`src/hw/rtl/sfs_pkg.sv`:
```
// Shared types, constants and register codes for the sprite frame selector.
package sfs_pkg;

   // Default parameter values
   localparam int SPRITE_COUNT_DEF = 256;
   localparam int TIME_WIDTH_DEF   = 32;

   // Fixed field widths
   localparam int SPRITE_W = 8;
   localparam int COUNT_W  = SPRITE_W + 1;   // frame count, up to 256
   localparam int MOD_W    = SPRITE_W + 1;   // loop length, up to 2*255
   localparam int PERIOD_W = 32;
   localparam int MODE_W   = 2;
   localparam int CSR_IDX_W = 2;

   // Configuration register indexes
   localparam logic [CSR_IDX_W-1:0] CSR_FIRST_SPRITE = 2'd0;
   localparam logic [CSR_IDX_W-1:0] CSR_LAST_SPRITE  = 2'd1;
   localparam logic [CSR_IDX_W-1:0] CSR_FRAME_PERIOD = 2'd2;
   localparam logic [CSR_IDX_W-1:0] CSR_PLAY_MODE    = 2'd3;

   // Playback mode codes
   localparam logic [MODE_W-1:0] MODE_ONCE = 2'd0;
   localparam logic [MODE_W-1:0] MODE_LOOP = 2'd1;
   localparam logic [MODE_W-1:0] MODE_PING = 2'd2;

   // Settings derived from the registers, shared by the divider and select stages
   typedef struct packed {
      logic [SPRITE_W-1:0] first;      // clamped first sprite
      logic [COUNT_W-1:0]  count;      // frames in the animation
      logic [SPRITE_W-1:0] last_off;   // count - 1
      logic [MOD_W-1:0]    mod_div;    // divisor for the frame remainder
      logic [PERIOD_W-1:0] period;     // nonzero frame period
      logic [MODE_W-1:0]   mode;
      logic                range_err;
   } cfg_type;

endpackage

```
`src/hw/rtl/sfs_div_stage.sv`:
```
// One pipeline stage: a quotient bit of time / period and a remainder step of the frame count.
module sfs_div_stage #(
   parameter int DW = sfs_pkg::TIME_WIDTH_DEF - 1
) (
   input  logic                           clock,
   input  logic                           reset,
   input  sfs_pkg::cfg_type               cfg,
   input  logic                           valid_i,
   input  logic [DW-1:0]                  dvd_i,
   input  logic [DW-1:0]                  quo_i,
   input  logic [sfs_pkg::PERIOD_W-1:0]   rem_i,
   input  logic [sfs_pkg::MOD_W-1:0]      mrem_i,
   input  logic                           mbit_i,
   output logic                           valid_o,
   output logic [DW-1:0]                  dvd_o,
   output logic [DW-1:0]                  quo_o,
   output logic [sfs_pkg::PERIOD_W-1:0]   rem_o,
   output logic [sfs_pkg::MOD_W-1:0]      mrem_o,
   output logic                           mbit_o
);

   logic                           valid_ff;
   logic [DW-1:0]                  dvd_ff, dvd_in;
   logic [DW-1:0]                  quo_ff, quo_in;
   logic [sfs_pkg::PERIOD_W-1:0]   rem_ff, rem_in;
   logic [sfs_pkg::MOD_W-1:0]      mrem_ff, mrem_in;
   logic                           mbit_ff, mbit_in;
   logic [sfs_pkg::PERIOD_W:0]     trial;
   logic [sfs_pkg::PERIOD_W:0]     trial_sub;
   logic [sfs_pkg::MOD_W:0]        mtrial;
   logic [sfs_pkg::MOD_W:0]        mtrial_sub;
   logic                           qbit;

   // Restoring division step on the next dividend bit
   always_comb begin
      trial     = {rem_i, dvd_i[DW-1]};
      trial_sub = trial - {1'b0, cfg.period};
      qbit      = (trial >= {1'b0, cfg.period});
      rem_in    = qbit ? trial_sub[sfs_pkg::PERIOD_W-1:0] : trial[sfs_pkg::PERIOD_W-1:0];
      dvd_in    = {dvd_i[DW-2:0], 1'b0};
      quo_in    = {quo_i[DW-2:0], qbit};
      mbit_in   = qbit;
   end

   // Fold the previous stage's quotient bit into the frame remainder
   always_comb begin
      mtrial     = {mrem_i, mbit_i};
      mtrial_sub = mtrial - {1'b0, cfg.mod_div};
      mrem_in    = (mtrial >= {1'b0, cfg.mod_div}) ? mtrial_sub[sfs_pkg::MOD_W-1:0]
                                                   : mtrial[sfs_pkg::MOD_W-1:0];
   end

   // Advance the valid bit
   always_ff @(posedge clock) begin
      if (reset) begin
         valid_ff <= 1'b0;
      end else begin
         valid_ff <= valid_i;
      end
   end

   // Advance the payload
   always_ff @(posedge clock) begin
      dvd_ff  <= dvd_in;
      quo_ff  <= quo_in;
      rem_ff  <= rem_in;
      mrem_ff <= mrem_in;
      mbit_ff <= mbit_in;
   end

   assign valid_o = valid_ff;
   assign dvd_o   = dvd_ff;
   assign quo_o   = quo_ff;
   assign rem_o   = rem_ff;
   assign mrem_o  = mrem_ff;
   assign mbit_o  = mbit_ff;

endmodule

```
`config.mk`:
```
export PLATFORM = sky130hd
export DESIGN_NAME = sfs_div_stage
export DESIGN_NICKNAME = d
export VERILOG_FILES = /design/src/hw/rtl/sfs_pkg.sv /design/src/hw/rtl/sfs_div_stage.sv
export SDC_FILE = /design/constraint.sdc
export NUM_CORES = 1
export LEC_CHECK = 0
export BUFFER_PORTS_ARGS = -buffer_cell sky130_fd_sc_hd__buf_2
export CAP_MARGIN = 20
export CORE_MARGIN = 2
export CORE_UTILIZATION = 40
export DETAILED_ROUTE_END_ITERATION = 16
export GPL_TIMING_DRIVEN = 1
export PLACE_DENSITY_LB_ADDON = 0.08
export SLEW_MARGIN = 40
export SYNTH_ARGS = -nofsm -noshare
export SYNTH_HDL_FRONTEND = slang
export SYNTH_SLANG_ARGS = --single-unit
```
`constraint.sdc`:
```
create_clock -name clock -period 7.4 [get_ports clock]
set_clock_uncertainty 0.2 [all_clocks]
set_input_delay 0 -clock clock [delete_from_list [all_inputs] [get_ports clock]]
set_output_delay 0 -clock clock [all_outputs]
set_load 0.005 [all_outputs]
```
==> flow_summary.ini <==
[floorplan]
dieArea_um2 = 13500
rows = 40
io_pins = 281
start_util_pct = 41.4
core_area_um2 = 12200
die_h_um = 116
die_w_um = 116

[clock_tree]
cts_resized = 0
clk_path_buf_depth = 2
tritoncts = built
cts_buffers = 9
clk_pin_slew_ns = 0.07
cts-htree-levels = 3
cts_num_sinks = 103
root_buffer = clkbuf_16

[yosys]
synth_top_area_share_pct = 40.9
ys_types = 60
synth_warnings = 0
async_flop_share_pct = 0
synth-seq-cells = 103
yosys.area.top_type = dfxtp_1
netlist_top_cells_area = dfxtp_1 41%, ha_1 10%, mux2_4 6.9%
syn-num-nets = 733
synth_area_um2 = 5040
synth_edf_count = 0
ys_seq_area_share_pct = 40.9
syn_area_per_cell_um2 = 9.80
syn_inst = 514
synthFlopType = dfxtp_1

[power]
power.density_nw_per_um2 = 203
switching_share_pct = 30.0
share_comb_of_total_power_pct = 28.5
internal_power_uw = 1100
pwr-share-clk_pct = 31.1
power.share.sequential_pct = 40.4
ir_worst_vdd_uv = 131
leakage_uw = 0.00398
p_sw_uw = 472

[timing]
relSlewSlack_pct = 58.8
worstMarginPinSlew_ns = 0.618
fin_crit_sh_pct = 51.6
period_minus_slack_ns = 3.82
hold_violations = 0
rsz0062_at_grt = false
setup_violations = 0
fmax_mhz = 262
drv_slew = 0
final.setup.tns_ns = 0

[critical_path]
cp_cell_sequence = dlygate4sd3_1, buf_2, ha_1, nand4_1, or3_1, o2111ai_4, a21o_1, a31o_2, buf_4, mux2i_1, dlygate4sd3_1
path_class = input pin to flip-flop
startpoint_type = input pin
worst-path-max-fanout = 22
cp.arrival_ns = 3.92
cp_slowest_cell = dlygate4sd3_1
cp.required_ns = 7.49
cpMostUsedCell = dlygate4sd3_1
cp-end-kind = flip-flop
cpPeakStageDelay_ns = 0.55

[min_path]
hold_class = input pin to flip-flop
min_from = cfg[39]
hold_end = mrem_o[4]
whs_path_depth = 5

[placement]
dp_hpwl_um = 11700
port_buffers = 250
gp_congestion = 0.878
placed_cell_area_um2 = 6370

[route]
first_pass_iters = 4
drt_wl_total_um = 16500
drtIter0Drc = 294
viasPerCell = 4.82
drc = 0
drt-wirelength-per-cell_um = 15.8
vias = 5019
drtAntennaViolNets = 0

[cells_and_area]
final_common_cell = buf_2
final_cell_mix = 250 x buf_2, 108 x dlygate4sd3_1, 103 x dfxtp_1
nets = 1086
drive_above_1_share_pct = 34.2
area_growth_pct = 54.4
fin_area_um2 = 7770

[flow_run]
maxCapViolCount = 0

[global_route]
grt_max_degree = 23
grt_overflow = 0
grt.total_usage_pct = 23.8
grt_first_pass_wirelength_um = 25000
grt_pass1_vias = 5141
antenna_found_initial = 1

[outcome]
status = finished clean
==> worst max-delay path: cells and delay by family <==
kind / cells / cell delay, ns
and+or+nand+nor: 2 / 0.64
adders and majority gates: 1 / 0.43
muxes: 1 / 0.22
AOI/OAI and AO/OA: 3 / 0.93
buffers and inverters: 4 / 1.67
==> repair_timing <==
item,4_1_cts,5_1_grt
hold buffers,108,0
endpoints found under the hold margin,102,0
buffers inserted,0,0
==> routing by layer <==
metal  part of all wire, %  GRT usage [%]  vias to the layer above
li1                      -              -                     2485
met1                    38           25.3                     2272
met2                    50           43.0                      210
met3                   7.5           6.49                       50
met4                   4.2           12.3                        2
met5                  0.10              0                        -
==> worst max-delay path by stage <==
stage              start   endpoint  slack, ns  cells past startpoint
2_1_floorplan     cfg[6]  rem_o[10]       5.00                     12
3_3_place_gp     cfg[17]   rem_o[3]       4.13                     10
3_5_place_dp     cfg[17]  rem_o[31]       4.10                     10
4_1_cts        rem_i[15]   rem_o[0]       3.55                     11
5_1_grt        rem_i[15]   rem_o[0]       3.32                     11
6_report       rem_i[15]   rem_o[1]       3.58                     11
==> logic make-up after synthesis <==
kind of cell	Yosys count	synth area share, %
buffers and inverters	77	7.06
DFF	103	40.9
AOI/OAI and AO/OA	126	16.5
adders and majority gates	43	11.0
and+or+nand+nor	101	10.2
muxes	34	9.14
other	1	0.0745
xor gates and xnor gates	29	5.04
==> metrics by stage <==
step | setup slack (ns) | hold WS (ns) | power, µW | util [%] | instances
2_1_floorplan | 5.00 | -0.172 | 895 | - | 514
4_1_cts | 3.55 | 0.0127 | 1580 | 63.9 | 1040
3_3_place_gp | 4.13 | -0.0967 | 1040 | 52.4 | 916
5_1_grt | 3.32 | 0.0477 | 1650 | 63.9 | 1040
3_5_place_dp | 4.10 | -0.0959 | 1040 | 52.4 | 916
6_report | 3.58 | 0.0262 | 1580 | 63.9 | 1041
==> flip-flops by register name (all words and copies together), names as in the netlist <==
register / count
rem_o: 32
dvd_o: 30
valid_o: 1
mrem_o: 9
quo_o: 31
==> power by group through the flow <==
stage,clock (µW),combinational [µW],sequential [µW]
finish,491,450,636
global route,518,495,642
CTS,497,447,635
detailed placement,0,396,648
global placement,0,392,646
floorplan,0,237,658
==> synthesized netlist by cell type, types with 3 or more instances <==
master / number
a21o_1: 16
a21oi_1: 46
a31oi_1: 3
and2_1: 4
and3_1: 4
buf_2: 6
clkbuf_1: 5
dfxtp_1: 103
ha_1: 41
inv_1: 59
mux2_1: 4
mux2_4: 23
mux2i_1: 7
nand2_1: 27
nand2b_1: 6
nand3_1: 11
nand4_1: 10
nor2_1: 18
nor2b_1: 6
nor3_1: 4
nor4_1: 4
o211ai_1: 3
o21a_1: 5
o21ai_0: 13
o21ai_1: 7
o21bai_1: 8
o31ai_1: 4
xnor2_1: 18
xor2_1: 11
==> layout make-up <==
| cell class | instances | area [µm²] |
|---|---|---|
| clock buffers | 9 | 225 |
| fillers | 1001 | 4390 |
| well taps | 168 | 210 |
| flip-flops and latches | 103 | 2060 |
| clock inverters | 7 | 91.3 |
| multi-input cells | 334 | 2620 |
| diodes | 1 | 2.50 |
| inverters | 60 | 225 |
| repair buffers | 359 | 2340 |
Power figures use the tool's default switching activity.
