===== src/hw/rtl/sfs_pkg.sv =====
// Shared types, constants and register codes for the sprite frame selector.
package sfs_pkg;

   // Default parameter values
   localparam int SPRITE_COUNT_DEF = 256;
   localparam int TIME_WIDTH_DEF   = 32;

   // Fixed field widths
   localparam int SPRITE_W = 8;
   localparam int COUNT_W  = SPRITE_W + 1;   // frame count, up to 256
   localparam int MOD_W    = SPRITE_W + 1;   // loop length, up to 2*255
   localparam int PERIOD_W = 32;
   localparam int MODE_W   = 2;
   localparam int CSR_IDX_W = 2;

   // Configuration register indexes
   localparam logic [CSR_IDX_W-1:0] CSR_FIRST_SPRITE = 2'd0;
   localparam logic [CSR_IDX_W-1:0] CSR_LAST_SPRITE  = 2'd1;
   localparam logic [CSR_IDX_W-1:0] CSR_FRAME_PERIOD = 2'd2;
   localparam logic [CSR_IDX_W-1:0] CSR_PLAY_MODE    = 2'd3;

   // Playback mode codes
   localparam logic [MODE_W-1:0] MODE_ONCE = 2'd0;
   localparam logic [MODE_W-1:0] MODE_LOOP = 2'd1;
   localparam logic [MODE_W-1:0] MODE_PING = 2'd2;

   // Settings derived from the registers, shared by the divider and select stages
   typedef struct packed {
      logic [SPRITE_W-1:0] first;      // clamped first sprite
      logic [COUNT_W-1:0]  count;      // frames in the animation
      logic [SPRITE_W-1:0] last_off;   // count - 1
      logic [MOD_W-1:0]    mod_div;    // divisor for the frame remainder
      logic [PERIOD_W-1:0] period;     // nonzero frame period
      logic [MODE_W-1:0]   mode;
      logic                range_err;
   } cfg_type;

endpackage


===== src/hw/rtl/sfs_select.sv =====
// Last two stages: final remainder step, playback mode and the registered result word.
module sfs_select #(
   parameter int DW = sfs_pkg::TIME_WIDTH_DEF - 1
) (
   input  logic                           clock,
   input  logic                           reset,
   input  sfs_pkg::cfg_type               cfg,
   input  logic                           valid_i,
   input  logic [DW-1:0]                  quo_i,
   input  logic [sfs_pkg::MOD_W-1:0]      mrem_i,
   input  logic                           mbit_i,
   output logic                           valid_o,
   output logic [sfs_pkg::SPRITE_W-1:0]   sprite_index_o,
   output logic                           done_o,
   output logic                           range_error_o
);

   logic                           a_valid_ff;
   logic                           a_over_ff, a_over_in;
   logic [sfs_pkg::SPRITE_W-1:0]   a_frame_ff, a_frame_in;
   logic [sfs_pkg::MOD_W-1:0]      a_mrem_ff, a_mrem_in;
   logic [sfs_pkg::MOD_W:0]        mtrial;
   logic [sfs_pkg::MOD_W:0]        mtrial_sub;

   logic                           b_valid_ff;
   logic [sfs_pkg::SPRITE_W-1:0]   b_index_ff, b_index_in;
   logic                           b_done_ff, b_done_in;
   logic                           b_rerr_ff, b_rerr_in;
   logic [sfs_pkg::MOD_W-1:0]      ping_off;
   logic [sfs_pkg::SPRITE_W-1:0]   offset;

   // Stage A: last remainder step and the once-mode overflow compare
   always_comb begin
      mtrial     = {mrem_i, mbit_i};
      mtrial_sub = mtrial - {1'b0, cfg.mod_div};
      a_mrem_in  = (mtrial >= {1'b0, cfg.mod_div}) ? mtrial_sub[sfs_pkg::MOD_W-1:0]
                                                   : mtrial[sfs_pkg::MOD_W-1:0];
      a_over_in  = (quo_i >= DW'(cfg.count));
      a_frame_in = quo_i[sfs_pkg::SPRITE_W-1:0];
   end

   // Stage B: apply the playback mode
   always_comb begin
      ping_off  = {cfg.last_off, 1'b0} - a_mrem_ff;
      offset    = '0;
      b_done_in = 1'b0;
      b_rerr_in = cfg.range_err;
      if (!cfg.range_err) begin
         case (cfg.mode)
            sfs_pkg::MODE_ONCE: begin
               b_done_in = a_over_ff;
               offset    = a_over_ff ? cfg.last_off : a_frame_ff;
            end
            sfs_pkg::MODE_LOOP: begin
               offset = a_mrem_ff[sfs_pkg::SPRITE_W-1:0];
            end
            sfs_pkg::MODE_PING: begin
               if (cfg.last_off != '0) begin
                  if (a_mrem_ff <= {1'b0, cfg.last_off}) begin
                     offset = a_mrem_ff[sfs_pkg::SPRITE_W-1:0];
                  end else begin
                     offset = ping_off[sfs_pkg::SPRITE_W-1:0];
                  end
               end
            end
            default: begin
               offset = '0;
            end
         endcase
      end
      b_index_in = cfg.first + offset;
   end

   // Advance valid bits
   always_ff @(posedge clock) begin
      if (reset) begin
         a_valid_ff <= 1'b0;
         b_valid_ff <= 1'b0;
      end else begin
         a_valid_ff <= valid_i;
         b_valid_ff <= a_valid_ff;
      end
   end

   // Advance the payload
   always_ff @(posedge clock) begin
      a_over_ff  <= a_over_in;
      a_frame_ff <= a_frame_in;
      a_mrem_ff  <= a_mrem_in;
      b_index_ff <= b_index_in;
      b_done_ff  <= b_done_in;
      b_rerr_ff  <= b_rerr_in;
   end

   assign valid_o        = b_valid_ff;
   assign sprite_index_o = b_index_ff;
   assign done_o         = b_done_ff;
   assign range_error_o  = b_rerr_ff;

endmodule


===== config.mk =====
export PLATFORM = sky130hd
export DESIGN_NAME = sfs_select
export DESIGN_NICKNAME = d
export VERILOG_FILES = /design/src/hw/rtl/sfs_pkg.sv /design/src/hw/rtl/sfs_select.sv
export SDC_FILE = /design/constraint.sdc
export NUM_CORES = 1
export LEC_CHECK = 0
export ABC_AREA = 1
export BUFFER_PORTS_ARGS = -buffer_cell sky130_fd_sc_hd__clkbuf_2
export CORE_MARGIN = 2
export CORE_UTILIZATION = 45
export DETAILED_ROUTE_END_ITERATION = 8
export HOLD_SLACK_MARGIN = 0.12
export PLACE_DENSITY_LB_ADDON = 0.2
export SLEW_MARGIN = 25
export SYNTH_ARGS = -nofsm -noshare
export SYNTH_HDL_FRONTEND = slang
export SYNTH_SLANG_ARGS = --single-unit

===== constraint.sdc =====
create_clock -name clock -period 3.34 [get_ports clock]
set_input_delay 0.334 -clock clock [delete_from_list [all_inputs] [get_ports clock]]
set_output_delay 0.334 -clock clock [all_outputs]
set_load 0.03 [all_outputs]

==> results of run 1 <==
## report_power, final
part / switching (mW) / total [mW] / internal [mW]
Combinational: 0.355 / 0.600 / 0.245
Clock: 0.131 / 0.296 / 0.165
Sequential: 0.0351 / 0.451 / 0.416
## sequential cells by signal (all words and copies together) (netlist names)
name and count:
a_mrem_ff 9, a_frame_ff 8, sprite_index_o 8, a_over_ff 1, a_valid_ff 1, done_o 1, range_error_o 1, valid_o 1
## per-stage QoR
stage                     utilization (%)  setup slack (ps)  hold WS [ps]  cell area [um2]  power, mW
after floorplan                         -             766.6         361.7             2579     0.8934
after global placement              56.53             356.0         391.6             3113      1.053
after detailed placement            56.53             321.7         398.2             3113      1.060
after CTS                           58.26             490.1         158.4             3208      1.362
after global routing                58.26             152.4         153.3             3208      1.465
final                               58.26             486.6         168.0             3208      1.348
## cell families (layout without fill, tap and decap cells)
family,count (synthesis),after routing,share of synthesized area (%)
AND/OR/NAND/NOR,135,135,23.14
buffers and inverters,67,164,10.04
XOR/XNOR,19,19,6.453
flip-flops,30,30,23.29
adder cells (fa/ha/maj),42,42,21.25
AO/OA/AOI/OAI,69,69,15.82
## metal layers
layer	up-vias	wire (um)	global-route usage, %
met5	-	0	0
met4	0	90	6.379
met3	7	316	3.959
met2	68	2696	32.94
met1	1115	2656	23.89
li1	1390	-	-
## cell usage in the layout (no fill, tap or decap), drive strengths merged
cell,instances
nand2,75
nor3,4
clkinv,1
clkinvlp,1
o221ai,1
clkbuf,97
nor3b,1
or2,2
inv,64
fa,3
nor4,7
nand3,16
a21o,1
xnor2,11
buf,1
a211oi,2
nand4,3
dfxtp,30
o21ai,13
xor2,8
o21bai,1
a31oi,3
ha,39
nor2,26
nand3b,1
a21oi,37
o211ai,11
## worst max-delay path, delay by kind of cell, from the launching register on
kind | cells | cell delay [ps]
AO/OA/AOI/OAI | 2 | 420
XOR/XNOR | 1 | 110
adder cells (fa/ha/maj) | 2 | 750
buffers and inverters | 1 | 70
flip-flops | 1 | 360
AND/OR/NAND/NOR | 10 | 1030
## worst paths after layout
check | cells after the start | endpoint
max | 16 | sprite_index_o[6]
min | 1 | a_frame_ff[2]
max reg2reg | 16 | sprite_index_o[6]
min reg2reg | 2 | valid_o
## layout make-up
type	count	area, um2
fillers	544	2298
multi-input cells	265	1719
flip-flops and latches	30	600.6
repair buffers	92	462.9
inverters	64	240.2
well taps	72	90.09
clock buffers	6	82.58
clock inverters	2	12.51
==> run summary, run 1 <==
Status: finished, final reports clean
Core Region: 5507 um2
Critical R2R Launch: a_mrem_ff[7]
Unrepaired setup endpoints after global routing: no
Die X: 79.70 um
Area contributors post-synth: dfxtp_1, ha_1, nand2_1
Warnings from Yosys: 0
Post-CTS Hold Buffers: 0
Crit-path slowest cell: fa_1
EDFF count, synth: 0
CP max FO: 9
CTS tree: done
I/O pins: 124
Synth area leader: dfxtp_1
PwrDens: 420.1 nW/um2
Final ANT Viol Nets: 0
Post-route setup TNS: 0 ps
Clk Latency, worst-skew pair: 280 ps
Vias/cell: 4.859
Worst vdd ir: 0.0001799 V
Row count: 27
Max Slew Vio Count: 0
Grt total ovfl: 0
Cell Area, Synth: 2579 um2
R2R Setup Slk: 490 ps
Initial Util: 46.83%
Placed cell count: 523
CP Class: reg -> reg
Root buf cell: clkbuf_8
DIE HEIGHT: 79.70 um
Max Buffers Root-to-Sink: 2
First-pass GRT wire length: 9742 um
Post-Route Skew: 8.264 ps
Number of distinct library cells after synthesis: 36
Synth cell count leaders: nand2_1, inv_1, ha_1, a21oi_1, dfxtp_1
Via count: 2,580
GP Congestion: 0.9234
Clock sink count: 30
Leakage: 1.800 nW
Final wirelength: 5759 um
Largest net degree at the start of global routing: 19
Port Buf Inserts: 91
Post-synth ARST share: 0%
Hold_sp: quo_i[2]
Slew at the pin with the worst max-slew slack: 620.1 ps
Non-Filler Instances: 531
DR WL/cell: 10.85 um
CP max stage delay: 440 ps
Hold Crit Class: in -> reg
CTS buffer count: 5
Most used cell, CP: nand2_1
WP data required: 3520 ps
H-tree levels: 2
Maximum Capacitance Violations: 0
Layout cells sized above 1: 24.18%
Final nets: 613
Syn Inst Count: 362
Post-DP HPWL: 5022 um
Clk slew on worst S/H paths: 70 ps
Synthesized Nets: 517
Final Setup Violations: 0
Post-route DRC: 0
Worst setup startpoint: a_mrem_ff[7]
Crit-path cells: ha_1 -> nand2_1 -> nor2_1 -> nand3_1 -> nand2_4 -> inv_2 -> nand2_1 -> nand3_1 -> nand3_1 -> nand2_1 -> fa_1 -> o21ai_0 -> nand2_1 -> a21oi_1 -> nor2_1 -> xnor2_1
Top-area cell type share of the netlist area: 23.29%
DR pass1 iterations: 4
CP endpoint kind: flip-flop
Number of global-route vias before repair: 2,394
Yosys reg bits: 30
Die ar.: 6352 um2
CP arrival: 3030 ps
Top FF cell, synth: dfxtp_1
Area grow syn2layout: 24.41%
Peak Freq: 350.5 MHz
Critical path startpoint category: flip-flop
# Post-CTS Setup Buffers: 0
Initial antenna violation count: 0
Final Cycle Share: 85.43%
Cts repair resizes: 0
1st-iter DRT viols: 68
Most frequent cell after synthesis: nand2_1
Syn Area/Cell: 7.124 um2
Final hold vios: 0
Period minus WS final: 2853 ps
Headroom to the max-slew limit: 58.66%
Gr usage total: 19.22%
Diode count: 0
Post-synthesis sequential area ratio: 23.29%
(Power assumes the default switching activity.)
==> inputs of run 2 (changes only) <==
--- a/config.mk
+++ b/config.mk
@@ -9,8 +9,8 @@
 export BUFFER_PORTS_ARGS = -buffer_cell sky130_fd_sc_hd__clkbuf_2
 export CORE_MARGIN = 2
-export CORE_UTILIZATION = 45
+export CORE_UTILIZATION = 43
 export DETAILED_ROUTE_END_ITERATION = 8
 export HOLD_SLACK_MARGIN = 0.12
-export PLACE_DENSITY_LB_ADDON = 0.2
+export PLACE_DENSITY = 0.84
 export SLEW_MARGIN = 25
 export SYNTH_ARGS = -nofsm -noshare
==> constraint.sdc (replaced) <==
create_clock -name clock -period 2.35 [get_ports clock]
set_input_delay 0.235 -clock clock [delete_from_list [all_inputs] [get_ports clock]]
set_output_delay 0.235 -clock clock [all_outputs]
set_load 0.005 [all_outputs]
==> run 2 against run 1 <==
  * The run now ends with negative setup slack left
  * First-iteration DRC count rose by 44%
  * Register-to-register slack worse by 820 ps
  * Worst setup slack lost 820 ps
  * Highest routed layer unchanged
==> run summary, run 2 (synthesized netlist as in run 1, its figures left out) <==
Die ar.: 6632 um2
CP max stage delay: 360 ps
Worst Path Buf+Inv: 2
Post-route DRC: 0
Grt total ovfl: 0
Area grow syn2layout: 51.48%
WP data required: 2570 ps
Switching Fraction: 35.10%
Via count: 2,957
Status: finished with violations
Period minus WS final: 2687 ps
CTS tree: done
Initial Util: 44.08%
PwrDens: 589.0 nW/um2
DR WL/cell: 12.23 um
Max reg flops: 9
H-tree levels: 2
Die X: 81.44 um
Psw: 0.8076 mW
Slew at the pin with the worst max-slew slack: 476.9 ps
Row count: 28
Clk slew on worst S/H paths: 70 ps
Most used cell, CP: a21oi_2
DR pass1 iterations: 4
Logic gate share of total power: 49.7%
Final hold vios: 0
Final Setup Violations: 5
CP endpoint kind: flip-flop
Worst vdd ir: 0.0003215 V
Number of global-route vias before repair: 2,838
CP top delay family: simple AND/OR/NAND/NOR gates
First-pass GRT wire length: 11,650 um
CP Class: reg -> reg
Post-DP HPWL: 5780 um
Max Buffers Root-to-Sink: 2
1st-iter DRT viols: 98
Final instance area: 3906 um2
Root buf cell: clkbuf_8
Max Slew Vio Count: 0
Post-Route Skew: 7.147 ps
Hold slack: 133.8 ps
Headroom to the max-slew limit: 68.16%
Placed cell count: 568
Clk Latency, worst-skew pair: 280 ps
Unrepaired setup endpoints after global routing: yes
Final Cycle Share: 114.3%
Gr usage total: 22.64%
Peak Freq: 372.2 MHz
Failing checks: negative setup slack
Layout cells sized above 1: 38.06%
Largest net degree at the start of global routing: 19
Non-Filler Instances: 590
Clock power share: 21.8%
I/O pins: 124
Final wirelength: 7213 um
Utilization after layout: 66.77%
Post-DP Area: 3492 um2
CTS buffer count: 5
Core Region: 5851 um2
CP max FO: 6
Leakage: 2.110 nW
GP Congestion: 0.9500
Crit-path slowest cell: dfxtp_4
Final nets: 669
Hold Crit Class: in -> reg
Most frequent cells in the layout: clkbuf_2, nand2_1, inv_1
Crit-path cells: ha_4 -> nand2_2 -> nor2_4 -> nand3b_1 -> nand3_2 -> nand2_4 -> buf_12 -> o211ai_1 -> a31oi_1 -> ha_1 -> buf_6 -> a21oi_2 -> o21ai_2 -> nand2_1 -> a21oi_2 -> nor2_2 -> xnor2_1
CP arrival: 2910 ps
PnR worst setup slack: -337.0 ps
Most common library cell in the layout ignoring fill and taps: clkbuf_2
Final ANT Viol Nets: 0
Critical path startpoint category: flip-flop
Maximum Capacitance Violations: 0
Largest reg by FF count: a_mrem_ff
Initial antenna violation count: 0
Power share of the sequential group: 28.5%
Clock sink count: 30
P_int: 1.493 mW
Vias/cell: 5.012
Port Buf Inserts: 91
Diode count: 0
DIE HEIGHT: 81.44 um
-- run 2: changes by cell type in the layout (fill, tap and decap cells not counted), moves of 7 or more --
cell / change
buf_4: +45
nand2_1: -7
ha_4: +9
dlygate4sd3_1: +9
ha_1: -9
dfxtp_1: -7
-- run 2: timing repair --
item | CTS | global route
pin swaps | 26 | 22
endpoints found under the setup margin | 5 | 6
resized for setup | 24 | 16
hold buffers | 9 | 0
endpoints found under the hold margin | 10 | 0
buffers inserted | 2 | 3
-- run 2: layout make-up --
class | count | area (um2)
inverters | 64 | 242.7
clock buffers | 5 | 68.82
well taps | 75 | 93.84
clock inverters | 3 | 40.04
fillers | 471 | 1944
repair buffers | 148 | 922.1
multi-input cells | 265 | 1922
flip-flops and latches | 30 | 616.8
-- run 2: path summary, 6_finish.rpt --
kind	from	slack (ps)	to	cells after the start
hold reg to reg	a_valid_ff	410	valid_o	2
setup / recovery	a_mrem_ff[2]	-340	sprite_index_o[6]	17
setup reg to reg	a_mrem_ff[2]	-340	sprite_index_o[6]	17
hold / removal	valid_i	130	a_valid_ff	3
-- run 2: tightest hold or removal path, delay by kind of cell --
family | cells | cell delay [ps]
buffers and inverters | 2 | 120
and+or+nand+nor | 1 | 30
-- run 2: per-stage QoR --
step           total power, mW  TNS [ps]  setup slack [ps]
2_1_floorplan            1.218    -161.4            -104.1
3_3_place_gp             1.582     -1011            -312.0
3_5_place_dp             1.617     -1501            -391.1
4_1_cts                  2.241    -796.0            -263.9
5_1_grt                  2.471     -2333            -559.1
6_report                 2.301     -1253            -337.0
-- run 2: layer usage --
layer,GRT usage [%],wire length (um),up-vias
li1,-,-,1495
met1,23.91,2877,1327
met2,43.77,3703,110
met3,2.747,376,25
met4,11.02,256,0
met5,0,0,-
-- run 2: power by group through the flow --
| stage | combinational [mW] | clock [mW] | sequential (mW) |
|---|---|---|---|
| 6_report | 1.14 | 0.502 | 0.656 |
| 5_1_grt | 1.28 | 0.531 | 0.664 |
| 4_1_cts | 1.08 | 0.510 | 0.653 |
| 3_5_place_dp | 0.961 | 0 | 0.656 |
| 3_3_place_gp | 0.926 | 0 | 0.656 |
| 2_1_floorplan | 0.564 | 0 | 0.654 |
